==> src/hw/rtl/ppt_pkg.sv <==
// ----------------------------------------------------------------------------
// ppt_pkg
// Shared constants and types for the pedal plausibility throttle block.
// ----------------------------------------------------------------------------
package ppt_pkg;

    localparam int SAMPLE_BITS_DEF = 12;

    // Pedal position in hundredths of a percent
    localparam int POS_BITS = 14;
    localparam int CNT_BITS = $clog2(POS_BITS + 1);
    localparam logic [POS_BITS-1:0] FULL_SCALE      = POS_BITS'(10000);
    localparam logic [POS_BITS-1:0] BRAKE_ARM_LEVEL = POS_BITS'(8000);
    localparam logic [POS_BITS-1:0] MISMATCH_LIMIT  = POS_BITS'(1000);

    localparam int BUZZ_BITS    = 8;
    localparam int CFG_IDX_BITS = 3;

    // Register reset values
    localparam int APPS0_MIN_RST = 310;
    localparam int APPS0_MAX_RST = 2792;
    localparam int APPS1_MIN_RST = 372;
    localparam int APPS1_MAX_RST = 3350;
    localparam int BRAKE_MIN_RST = 310;
    localparam int BRAKE_MAX_RST = 2792;
    localparam logic [BUZZ_BITS-1:0] BUZZER_TICKS_RST = BUZZ_BITS'(30);

    typedef enum logic [CFG_IDX_BITS-1:0] {
        REG_APPS0_MIN    = 3'd0,
        REG_APPS0_MAX    = 3'd1,
        REG_APPS1_MIN    = 3'd2,
        REG_APPS1_MAX    = 3'd3,
        REG_BRAKE_MIN    = 3'd4,
        REG_BRAKE_MAX    = 3'd5,
        REG_BUZZER_TICKS = 3'd6
    } ppt_cfg_idx_t;

    // Status returned by the serial divider
    typedef struct packed {
        logic                done;
        logic                bad;
        logic [POS_BITS-1:0] pos;
    } ppt_div_res_t;

endpackage

==> src/hw/rtl/ppt_div.sv <==
// ----------------------------------------------------------------------------
// ppt_div
// Converts one sensor count to a pedal position, (s - lo) * 10000 / (hi - lo),
// with a restoring divider that produces one quotient bit per cycle.
// ----------------------------------------------------------------------------
module ppt_div
    import ppt_pkg::*;
#(
    parameter int SAMPLE_BITS = SAMPLE_BITS_DEF
)
(
    input  logic                   clk,
    input  logic                   rst_n,
    input  logic                   start,
    input  logic [SAMPLE_BITS-1:0] sample,
    input  logic [SAMPLE_BITS-1:0] lo,
    input  logic [SAMPLE_BITS-1:0] hi,
    output ppt_div_res_t           res
);

    localparam int PW = SAMPLE_BITS + POS_BITS;

    typedef enum logic [1:0] {
        D_IDLE,
        D_MUL,
        D_RUN
    } div_state_t;

    div_state_t             state_reg;
    logic [CNT_BITS-1:0]    cnt_reg;
    logic [SAMPLE_BITS-1:0] num_reg;
    logic [SAMPLE_BITS-1:0] den_reg;
    logic [SAMPLE_BITS-1:0] rem_reg;
    logic [POS_BITS-1:0]    dvd_reg;
    logic                   bad_reg;
    logic                   done_reg;

    logic [PW-1:0]          prod;
    logic [SAMPLE_BITS+1:0] trial;
    logic                   qbit;
    logic [SAMPLE_BITS-1:0] rem_next;

    assign prod = PW'(num_reg) * PW'(FULL_SCALE);

    // Trial subtract of the divisor from the partial remainder
    assign trial = {1'b0, rem_reg, dvd_reg[POS_BITS-1]} - {2'b00, den_reg};
    assign qbit  = ~trial[SAMPLE_BITS+1];

    always_comb
    begin
        if (qbit)
        begin
            rem_next = trial[SAMPLE_BITS-1:0];
        end
        else
        begin
            rem_next = {rem_reg[SAMPLE_BITS-2:0], dvd_reg[POS_BITS-1]};
        end
    end

    always_ff @(posedge clk or negedge rst_n)
    begin
        if (!rst_n)
        begin
            state_reg <= D_IDLE;
            cnt_reg   <= '0;
            num_reg   <= '0;
            den_reg   <= '0;
            rem_reg   <= '0;
            dvd_reg   <= '0;
            done_reg  <= 1'b0;
            bad_reg   <= 1'b0;
        end
        else
        begin
            unique case (state_reg)
                D_IDLE:
                begin
                    if (start)
                    begin
                        num_reg <= sample - lo;
                        den_reg <= hi - lo;
                        bad_reg <= (hi <= lo);
                        priority if (hi <= lo || sample <= lo)
                        begin
                            dvd_reg  <= '0;
                            done_reg <= 1'b1;
                        end
                        else if (sample >= hi)
                        begin
                            dvd_reg  <= FULL_SCALE;
                            done_reg <= 1'b1;
                        end
                        else
                        begin
                            done_reg  <= 1'b0;
                            state_reg <= D_MUL;
                        end
                    end
                    else
                    begin
                        done_reg <= 1'b0;
                    end
                end
                D_MUL:
                begin
                    // Quotient stays below full scale, so the top bits are below the divisor
                    rem_reg   <= prod[PW-1:POS_BITS];
                    dvd_reg   <= prod[POS_BITS-1:0];
                    cnt_reg   <= CNT_BITS'(POS_BITS);
                    done_reg  <= 1'b0;
                    state_reg <= D_RUN;
                end
                D_RUN:
                begin
                    rem_reg  <= rem_next;
                    dvd_reg  <= {dvd_reg[POS_BITS-2:0], qbit};
                    cnt_reg  <= cnt_reg - 1'b1;
                    done_reg <= (cnt_reg == CNT_BITS'(1));
                    if (cnt_reg == CNT_BITS'(1))
                    begin
                        state_reg <= D_IDLE;
                    end
                end
                default:
                begin
                    done_reg  <= 1'b0;
                    state_reg <= D_IDLE;
                end
            endcase
        end
    end

    assign res.done = done_reg;
    assign res.bad  = bad_reg;
    assign res.pos  = dvd_reg;

endmodule

==> src/hw/rtl/pedal_plausibility_throttle.sv <==
// ----------------------------------------------------------------------------
// pedal_plausibility_throttle
// Accelerator pedal plausibility check with ready-to-drive arming.
// ----------------------------------------------------------------------------
// Each accepted word is one sample tick and yields exactly one result word.
// Every pedal position goes through a single shared bit-serial divider. A full
// conversion runs operand setup, one multiply by full scale, 14 quotient steps
// and the result; a count at or outside a limit, or a limit pair with max not
// above min, finishes at operand setup. A tick before arming converts the brake
// only; an armed tick converts both throttle sensors; the tick that arms
// converts all three. A finished result waits on out_stall before it is
// written to the output register.
// A finished result sits in the output register while the next word is taken.
// Configuration writes are taken at once through cfg_we, cfg_index, cfg_data.
// ----------------------------------------------------------------------------
module pedal_plausibility_throttle
    import ppt_pkg::*;
#(
    parameter int SAMPLE_BITS = SAMPLE_BITS_DEF
)
(
    input  logic                    clk,
    input  logic                    rst_n,

    input  logic                    cfg_we,
    input  logic [CFG_IDX_BITS-1:0] cfg_index,
    input  logic [SAMPLE_BITS-1:0]  cfg_data,

    input  logic                    in_valid,
    output logic                    in_stall,
    input  logic [SAMPLE_BITS-1:0]  apps0_sample,
    input  logic [SAMPLE_BITS-1:0]  apps1_sample,
    input  logic [SAMPLE_BITS-1:0]  brake_sample,
    input  logic                    start_pressed,
    input  logic                    system_active,

    output logic                    out_valid,
    input  logic                    out_stall,
    output logic                    ready_to_drive,
    output logic [POS_BITS-1:0]     throttle_out,
    output logic                    implausible,
    output logic                    buzzer_on
);

    typedef enum logic [1:0] {
        S_IDLE,
        S_LAUNCH,
        S_WAIT,
        S_FIN
    } state_t;

    typedef enum logic [1:0] {
        SEN_BRAKE,
        SEN_APPS0,
        SEN_APPS1
    } sensor_t;

    // Configuration registers
    logic [SAMPLE_BITS-1:0] apps0_min_reg, apps0_max_reg;
    logic [SAMPLE_BITS-1:0] apps1_min_reg, apps1_max_reg;
    logic [SAMPLE_BITS-1:0] brake_min_reg, brake_max_reg;
    logic [BUZZ_BITS-1:0]   buzzer_ticks_reg;

    // Control and block state
    state_t                 state_reg;
    sensor_t                sensor_reg;
    logic                   armed_reg;
    logic                   fault_reg;
    logic [POS_BITS-1:0]    throttle_held_reg;
    logic [BUZZ_BITS-1:0]   buzzer_count_reg;
    logic                   arm_tick_reg;
    logic                   out_valid_reg;

    // Latched word
    logic [SAMPLE_BITS-1:0] a0_reg, a1_reg, br_reg;
    logic                   start_reg, active_reg;
    logic [POS_BITS-1:0]    p0_reg;
    logic                   bad0_reg;

    // Output registers
    logic                   ready_reg;
    logic [POS_BITS-1:0]    throttle_reg;
    logic                   implausible_reg;
    logic                   buzzer_on_reg;

    // Divider hookup
    logic                   div_start;
    logic [SAMPLE_BITS-1:0] div_sample, div_lo, div_hi;
    ppt_div_res_t           div_res;

    logic                   accept;
    logic                   arm_now;
    logic [POS_BITS-1:0]    diff;
    logic [POS_BITS:0]      sum;
    logic                   range_bad;
    logic                   fault_now;
    logic [BUZZ_BITS-1:0]   buzzer_next;
    logic                   out_free;

    assign in_stall  = (state_reg != S_IDLE);
    assign accept    = in_valid && !in_stall;
    assign out_free  = !out_valid_reg || !out_stall;
    assign div_start = (state_reg == S_LAUNCH);

    always_comb
    begin
        unique case (sensor_reg)
            SEN_APPS0:
            begin
                div_sample = a0_reg;
                div_lo     = apps0_min_reg;
                div_hi     = apps0_max_reg;
            end
            SEN_APPS1:
            begin
                div_sample = a1_reg;
                div_lo     = apps1_min_reg;
                div_hi     = apps1_max_reg;
            end
            default:
            begin
                div_sample = br_reg;
                div_lo     = brake_min_reg;
                div_hi     = brake_max_reg;
            end
        endcase
    end

    ppt_div #(
        .SAMPLE_BITS (SAMPLE_BITS)
    ) u_div (
        .clk    (clk),
        .rst_n  (rst_n),
        .start  (div_start),
        .sample (div_sample),
        .lo     (div_lo),
        .hi     (div_hi),
        .res    (div_res)
    );

    assign arm_now = !div_res.bad && (div_res.pos >= BRAKE_ARM_LEVEL) &&
                     start_reg && active_reg;

    // Second throttle position arrives on div_res.pos
    assign diff = (p0_reg > div_res.pos) ? (p0_reg - div_res.pos) : (div_res.pos - p0_reg);
    assign sum  = {1'b0, p0_reg} + {1'b0, div_res.pos};

    assign range_bad = (a0_reg < apps0_min_reg) || (a0_reg > apps0_max_reg) ||
                       (a1_reg < apps1_min_reg) || (a1_reg > apps1_max_reg);
    assign fault_now = bad0_reg || div_res.bad || range_bad || (diff > MISMATCH_LIMIT);

    // Decrement first; an arming load overrides it
    always_comb
    begin
        priority if (arm_tick_reg)
        begin
            buzzer_next = buzzer_ticks_reg;
        end
        else if (buzzer_count_reg != '0)
        begin
            buzzer_next = buzzer_count_reg - 1'b1;
        end
        else
        begin
            buzzer_next = buzzer_count_reg;
        end
    end

    always_ff @(posedge clk or negedge rst_n)
    begin
        if (!rst_n)
        begin
            apps0_min_reg    <= SAMPLE_BITS'(APPS0_MIN_RST);
            apps0_max_reg    <= SAMPLE_BITS'(APPS0_MAX_RST);
            apps1_min_reg    <= SAMPLE_BITS'(APPS1_MIN_RST);
            apps1_max_reg    <= SAMPLE_BITS'(APPS1_MAX_RST);
            brake_min_reg    <= SAMPLE_BITS'(BRAKE_MIN_RST);
            brake_max_reg    <= SAMPLE_BITS'(BRAKE_MAX_RST);
            buzzer_ticks_reg <= BUZZER_TICKS_RST;
        end
        else if (cfg_we)
        begin
            unique case (cfg_index)
                REG_APPS0_MIN:    apps0_min_reg    <= cfg_data;
                REG_APPS0_MAX:    apps0_max_reg    <= cfg_data;
                REG_APPS1_MIN:    apps1_min_reg    <= cfg_data;
                REG_APPS1_MAX:    apps1_max_reg    <= cfg_data;
                REG_BRAKE_MIN:    brake_min_reg    <= cfg_data;
                REG_BRAKE_MAX:    brake_max_reg    <= cfg_data;
                REG_BUZZER_TICKS: buzzer_ticks_reg <= cfg_data[BUZZ_BITS-1:0];
                default:          ;
            endcase
        end
    end

    always_ff @(posedge clk or negedge rst_n)
    begin
        if (!rst_n)
        begin
            state_reg         <= S_IDLE;
            sensor_reg        <= SEN_BRAKE;
            armed_reg         <= 1'b0;
            fault_reg         <= 1'b1;
            throttle_held_reg <= '0;
            buzzer_count_reg  <= '0;
            arm_tick_reg      <= 1'b0;
            out_valid_reg     <= 1'b0;
            a0_reg            <= '0;
            a1_reg            <= '0;
            br_reg            <= '0;
            start_reg         <= 1'b0;
            active_reg        <= 1'b0;
            p0_reg            <= '0;
            bad0_reg          <= 1'b0;
            ready_reg         <= 1'b0;
            throttle_reg      <= '0;
            implausible_reg   <= 1'b1;
            buzzer_on_reg     <= 1'b0;
        end
        else
        begin
            // Drop the taken result; a new one from S_FIN replaces it below
            if (out_valid_reg && !out_stall && state_reg != S_FIN)
            begin
                out_valid_reg <= 1'b0;
            end
            unique case (state_reg)
                S_IDLE:
                begin
                    if (accept)
                    begin
                        a0_reg       <= apps0_sample;
                        a1_reg       <= apps1_sample;
                        br_reg       <= brake_sample;
                        start_reg    <= start_pressed;
                        active_reg   <= system_active;
                        arm_tick_reg <= 1'b0;
                        sensor_reg   <= armed_reg ? SEN_APPS0 : SEN_BRAKE;
                        state_reg    <= S_LAUNCH;
                    end
                end
                S_LAUNCH:
                begin
                    state_reg <= S_WAIT;
                end
                S_WAIT:
                begin
                    if (div_res.done)
                    begin
                        unique case (sensor_reg)
                            SEN_APPS0:
                            begin
                                p0_reg     <= div_res.pos;
                                bad0_reg   <= div_res.bad;
                                sensor_reg <= SEN_APPS1;
                                state_reg  <= S_LAUNCH;
                            end
                            SEN_APPS1:
                            begin
                                fault_reg         <= fault_now;
                                throttle_held_reg <= fault_now ? '0 : sum[POS_BITS:1];
                                state_reg         <= S_FIN;
                            end
                            default:
                            begin
                                if (arm_now)
                                begin
                                    armed_reg    <= 1'b1;
                                    arm_tick_reg <= 1'b1;
                                    sensor_reg   <= SEN_APPS0;
                                    state_reg    <= S_LAUNCH;
                                end
                                else
                                begin
                                    state_reg <= S_FIN;
                                end
                            end
                        endcase
                    end
                end
                S_FIN:
                begin
                    // Hold until the output register is free
                    if (out_free)
                    begin
                        buzzer_count_reg <= buzzer_next;
                        ready_reg        <= armed_reg;
                        throttle_reg     <= throttle_held_reg;
                        implausible_reg  <= fault_reg;
                        buzzer_on_reg    <= (buzzer_next != '0);
                        out_valid_reg    <= 1'b1;
                        state_reg        <= S_IDLE;
                    end
                end
                default:
                begin
                    state_reg <= S_IDLE;
                end
            endcase
        end
    end

    assign out_valid      = out_valid_reg;
    assign ready_to_drive = ready_reg;
    assign throttle_out   = throttle_reg;
    assign implausible    = implausible_reg;
    assign buzzer_on      = buzzer_on_reg;

    a_armed_sticks: assert property (@(posedge clk) disable iff (!rst_n)
        armed_reg |=> armed_reg)
        else $error("armed state dropped without reset");

    a_div_done_in_wait: assert property (@(posedge clk) disable iff (!rst_n)
        div_res.done |-> (state_reg == S_WAIT))
        else $error("divider result outside the wait state");

    a_fault_zero_throttle: assert property (@(posedge clk) disable iff (!rst_n)
        fault_reg |-> (throttle_held_reg == '0))
        else $error("nonzero throttle held while implausible");

    a_throttle_range: assert property (@(posedge clk) disable iff (!rst_n)
        (state_reg == S_WAIT && sensor_reg == SEN_APPS1 && div_res.done && !fault_now)
            |=> (throttle_held_reg <= FULL_SCALE))
        else $error("throttle above full scale");

    a_unarmed_implausible: assert property (@(posedge clk) disable iff (!rst_n)
        !armed_reg |-> fault_reg)
        else $error("plausible result before arming");

endmodule
==> config.mk <==
export PLATFORM = sky130hd
export DESIGN_NAME = pedal_plausibility_throttle
export DESIGN_NICKNAME = d
export VERILOG_FILES = /design/src/hw/rtl/ppt_pkg.sv /design/src/hw/rtl/ppt_div.sv /design/src/hw/rtl/pedal_plausibility_throttle.sv
export SDC_FILE = /design/constraint.sdc
export NUM_CORES = 1
export LEC_CHECK = 0
export BUFFER_PORTS_ARGS = -buffer_cell sky130_fd_sc_hd__buf_2
export CORE_ASPECT_RATIO = 1.4
export CORE_MARGIN = 2
export CORE_UTILIZATION = 60
export CTS_CLUSTER_SIZE = 10
export DETAILED_ROUTE_END_ITERATION = 8
export PLACE_DENSITY = 0.78
export SETUP_SLACK_MARGIN = 0.1
export SLEW_MARGIN = 20
export SYNTH_ARGS = -nofsm -noshare
export SYNTH_HDL_FRONTEND = slang
export SYNTH_SLANG_ARGS = --single-unit
==> constraint.sdc <==
create_clock -name clk -period 5.4 [get_ports clk]
set_input_delay 0.27 -clock clk [delete_from_list [all_inputs] [get_ports clk]]
set_output_delay 0.27 -clock clk [all_outputs]
set_load 0.02 [all_outputs]
==> results <==
- The share of cells above drive strength 1 is 14.3%.
- The total grt overflow is 0.
- The average via count per standard cell is between 5 and 6.
- Walking the worst path, the cells encountered are inv_1, fa_1, inv_1, ha_1, inv_1, fa_1, inv_1, ha_1, inv_1, fa_1, inv_1, ha_1, or2_2, a21oi_2, a2111o_1, a21boi_0, o31a_1, o21a_1, nor2_1, xnor2_1, a221o_1.
- The post-route antenna net violation count is 0.
- After detailed routing, the total wire length is around 45000 µm.
- Yosys mapped a number of flops with a built-in enable equal to 0.
- For this design the top-level I/O count stands at just under 80.
- Entering global routing, the biggest net connects around 120 pins.
- The synthesis-to-layout area growth is 12.0%.
- The mean area per synthesized cell is between 9 and 10 µm².
- The worst reg2reg path endpoint is u_div.rem_reg[11]$_DFFE_PN0P_.
- The setup check on the worst reg-to-reg path leaves a slack of 350 ps.
- After synthesis the netlist holds a flip-flop and latch count of between 200 and 250.
- The initial antenna violation count is 0.
- The master cell of the clock root buffer is sky130_fd_sc_hd__clkbuf_16.
- The max-slew violation total from the final report is 0.
- The relative max-transition margin is between 30% and 40%.
- The floorplan die height is between 200 and 250 µm.
- The worst hold endpoint is apps0_max_reg[6]$_DFFE_PN1P_.
- The largest total area in the synthesized netlist belongs to sky130_fd_sc_hd__dfrtp_1.
- Yosys instantiated no cell more often than sky130_fd_sc_hd__nand2_1.
- The sequential area share after synthesis is 35.3%.
- The area fraction of the dominant cell type after synthesis is a little under 30%.
- The count of endpoints failing setup in the final report is 0.
- The critical path is of the flip-flop to flip-flop type.
- 0 antenna diodes ended up in the layout.
- Global routing consumed, over all layers together, between 20% and 30% of the routing resources.
- The cell count of the worst hold path is 3.
- The cell depth of the worst flop-to-flop path is 21.
- By count the netlist is led by sky130_fd_sc_hd__nand2_1, sky130_fd_sc_hd__ha_1, sky130_fd_sc_hd__dfrtp_1, sky130_fd_sc_hd__inv_1, sky130_fd_sc_hd__o21ai_0.
- The maximum clock skew at final layout is between 15 and 20 ps.
- For this design, the sink count on the clock tree is 238.
- After layout, the worst path uses between 90% and 100% of the clock period.
- After clock tree synthesis, the clock-pin slew on the worst setup and hold paths is ~60 ps.
- Clock tree synthesis inserted a total of 28 buffers.
- Once the floorplan was initialized, standard cells occupied 60.5% of the core.
- The worst hold slack is roughly 26 ps.
- Routability-driven placement finished with a final weighted congestion of ~0.95.
- The data arrival time of the critical path is roughly 5500 ps.
- The area of the die is 29800 µm².
- For this run, the detailed router's first-pass iteration total came to 7.
- Sorting the synthesized cells by area gives the leading types as sky130_fd_sc_hd__dfrtp_1, sky130_fd_sc_hd__ha_1, sky130_fd_sc_hd__dfstp_2, sky130_fd_sc_hd__mux2_2, sky130_fd_sc_hd__o21ai_0.
- The nature of the critical path startpoint is a flip-flop.
- The number of nets in the layout is 2250.
- After synthesis, the netlist uses between 80 and 90 different library cells.
- The critical path buffer and inverter count is 6.
- For the worst-skew pair, the clock arrives at the later sink with an insertion delay of between 500 and 600 ps.
- The critical path runs through a total of 21 cells.
- For this run, the leading register cell type out of synthesis is sky130_fd_sc_hd__dfrtp_1.
- In this run the worst path has a maximum fanout of 5.
- Setup repair after global routing left no endpoint under its margin.
- Static timing analysis puts the maximum clock frequency at 0.198 GHz.
- The worst hold path belongs to the class primary input to flip-flop.
- In this run the cell area of the synthesized design comes to roughly 17000 µm².
- The number of warnings reported in the yosys synthesis log is 0.
- After detailed routing, the average wire length per cell comes to 18.9 µm.
- In the final timing run, aggregate negative setup slack is 0 ps.
- The initialized floorplan defines 73 standard-cell rows.
- For the pin with the worst max-slew slack, the measured transition is around 960 ps.
- The width of the die is ~150 µm.
- The cell count after synthesis is between 1500 and 2000.
- The sort of element at the end of the critical path is a flip-flop.
- The count of buffers added on input and output ports is 76.
- Cells fill 67.8% of the core in the end.
- The cell with the biggest individual delay on the critical path is sky130_fd_sc_hd__fa_1.
- When the netlist entered floorplanning its net count stood at roughly 2200.
- Summed over all nets, the half-perimeter wirelength after detailed placement is approximately 33000 µm.
- The maximum single-stage delay on the critical path is between 500 and 600 ps.
- The number of remaining DRC errors is 0.
- The number of global-route vias before repair came to 14300.
- In this run the number of H-tree levels came out at 1.
- The wire length of the first global-routing pass is 71700 µm.
- After the first detailed-routing iteration, the DRC count stood at approximately 800.
- The cell repeated most along the worst path is sky130_fd_sc_hd__inv_1.
- The routed via count is 14100.
- The startpoint identified for the worst register-to-register timing path is u_div.num_reg[4]$_DFFE_PN0P_.
- The clock passes through at most 3 buffers.
- The clock period could shrink to around 5000 ps.
- The data required time of the critical path is slightly below 6000 ps.
- The proportion of synthesized flip-flops having asynchronous set or reset is between 90% and 100%.
- The CTS tree is built.
- The floorplan core area is roughly 28000 µm².
- Across the run, the number of max-cap violations was 0.
- The startpoint identified for the worst hold timing path is cfg_data[6].
- The run finished with clean final reports.
- In this design, the largest share of critical-path delay is due to adder cells.
- The count of endpoints failing hold in the final timing report was 0.
## layout make-up
class	instances	area, µm²
inverter	199	747
multi-input combinational	1361	10100
sequential	238	6000
clock buffer	51	838
tap	375	469
timing repair buffer	132	946
clock inverter	1	7.51
fill	2256	9060
## tightest hold or removal path, cell delays in order
cell and delay, ps:
sky130_fd_sc_hd__buf_2 170, sky130_fd_sc_hd__nand2_1 70, sky130_fd_sc_hd__o21ai_0 70
## worst max path at each step
stage / start / slack (ps) / end
after floorplan: u_div.num_reg[4]$_DFFE_PN0P_ / 630 / u_div.rem_reg[11]$_DFFE_PN0P_
after global placement: u_div.num_reg[4]$_DFFE_PN0P_ / 330 / u_div.rem_reg[11]$_DFFE_PN0P_
after detailed placement: u_div.num_reg[4]$_DFFE_PN0P_ / 270 / u_div.rem_reg[11]$_DFFE_PN0P_
after CTS: u_div.num_reg[4]$_DFFE_PN0P_ / 270 / u_div.rem_reg[11]$_DFFE_PN0P_
after global routing: u_div.num_reg[4]$_DFFE_PN0P_ / 110 / u_div.rem_reg[11]$_DFFE_PN0P_
final: u_div.num_reg[4]$_DFFE_PN0P_ / 350 / u_div.rem_reg[11]$_DFFE_PN0P_
## cells in the final DEF, fill, tap and decap left out, types with 7 or more instances in the layout
cell | Yosys | final
sky130_fd_sc_hd__clkbuf_1 | 48 | 19
sky130_fd_sc_hd__a211oi_1 | 11 | 11
sky130_fd_sc_hd__o21ai_0 | 175 | 175
sky130_fd_sc_hd__nand4_1 | 18 | 18
sky130_fd_sc_hd__clkbuf_16 | 0 | 29
sky130_fd_sc_hd__nand2_1 | 229 | 229
sky130_fd_sc_hd__dlygate4sd3_1 | 0 | 44
sky130_fd_sc_hd__buf_4 | 1 | 10
sky130_fd_sc_hd__inv_1 | 198 | 198
sky130_fd_sc_hd__o21ai_2 | 12 | 12
sky130_fd_sc_hd__xnor2_1 | 43 | 43
sky130_fd_sc_hd__mux2i_1 | 9 | 9
sky130_fd_sc_hd__or3_1 | 14 | 14
sky130_fd_sc_hd__nand4b_1 | 7 | 7
sky130_fd_sc_hd__a21boi_0 | 9 | 9
sky130_fd_sc_hd__a31oi_1 | 11 | 11
sky130_fd_sc_hd__nor2_1 | 102 | 101
sky130_fd_sc_hd__nor3_1 | 28 | 26
sky130_fd_sc_hd__mux2_2 | 85 | 85
sky130_fd_sc_hd__o21ai_1 | 8 | 8
sky130_fd_sc_hd__nor2b_1 | 17 | 17
sky130_fd_sc_hd__o21a_1 | 8 | 8
sky130_fd_sc_hd__a21oi_1 | 94 | 93
sky130_fd_sc_hd__dfrtp_1 | 199 | 199
sky130_fd_sc_hd__xor2_1 | 20 | 20
sky130_fd_sc_hd__a21o_1 | 30 | 30
sky130_fd_sc_hd__fa_1 | 29 | 29
sky130_fd_sc_hd__o31ai_1 | 8 | 8
sky130_fd_sc_hd__nand3_1 | 19 | 18
sky130_fd_sc_hd__dfstp_2 | 39 | 39
sky130_fd_sc_hd__buf_2 | 7 | 75
sky130_fd_sc_hd__ha_1 | 203 | 202
sky130_fd_sc_hd__a22oi_1 | 53 | 53
sky130_fd_sc_hd__nand2b_1 | 14 | 14
## metrics by stage
step	setup WS, ps	cell area, µm²	cells
global route	112	19100	2357
detailed placement	274	17800	2260
global placement	333	17800	2260
finish	345	19100	2357
floorplan	631	17000	1862
CTS	267	19000	2356
## metal layers
layer	global-route usage, %	part of all wire, %	vias to the layer above	wire length (µm)
met2	54.4	51	414	22900
met5	0	0	-	0
met4	16.1	5.6	0	2500
met1	34.1	39	6803	17400
met3	3.40	4.0	150	1790
li1	-	-	6708	-
## kinds of logic after synthesis
| group | Yosys count | synth area share (%) |
|---|---|---|
| adder cells (fa/ha/maj) | 232 | 18.3 |
| AND/OR/NAND/NOR | 482 | 12.9 |
| multiplexers | 94 | 6.15 |
| buffers and inverters | 263 | 5.91 |
| XOR/XNOR | 63 | 3.24 |
| flip-flops | 238 | 35.3 |
| AO/OA/AOI/OAI | 490 | 18.2 |
## repair_timing
action                     in CTS  in global routing
resized for setup               0                  1
hold buffers                   44                  0
buffers inserted                0                  0
hold endpoints to repair      160                  0
setup endpoints to repair       0                  1
Power is not shown: default switching activity piles up to over one toggle a cycle in this logic, so the estimate is an artifact.
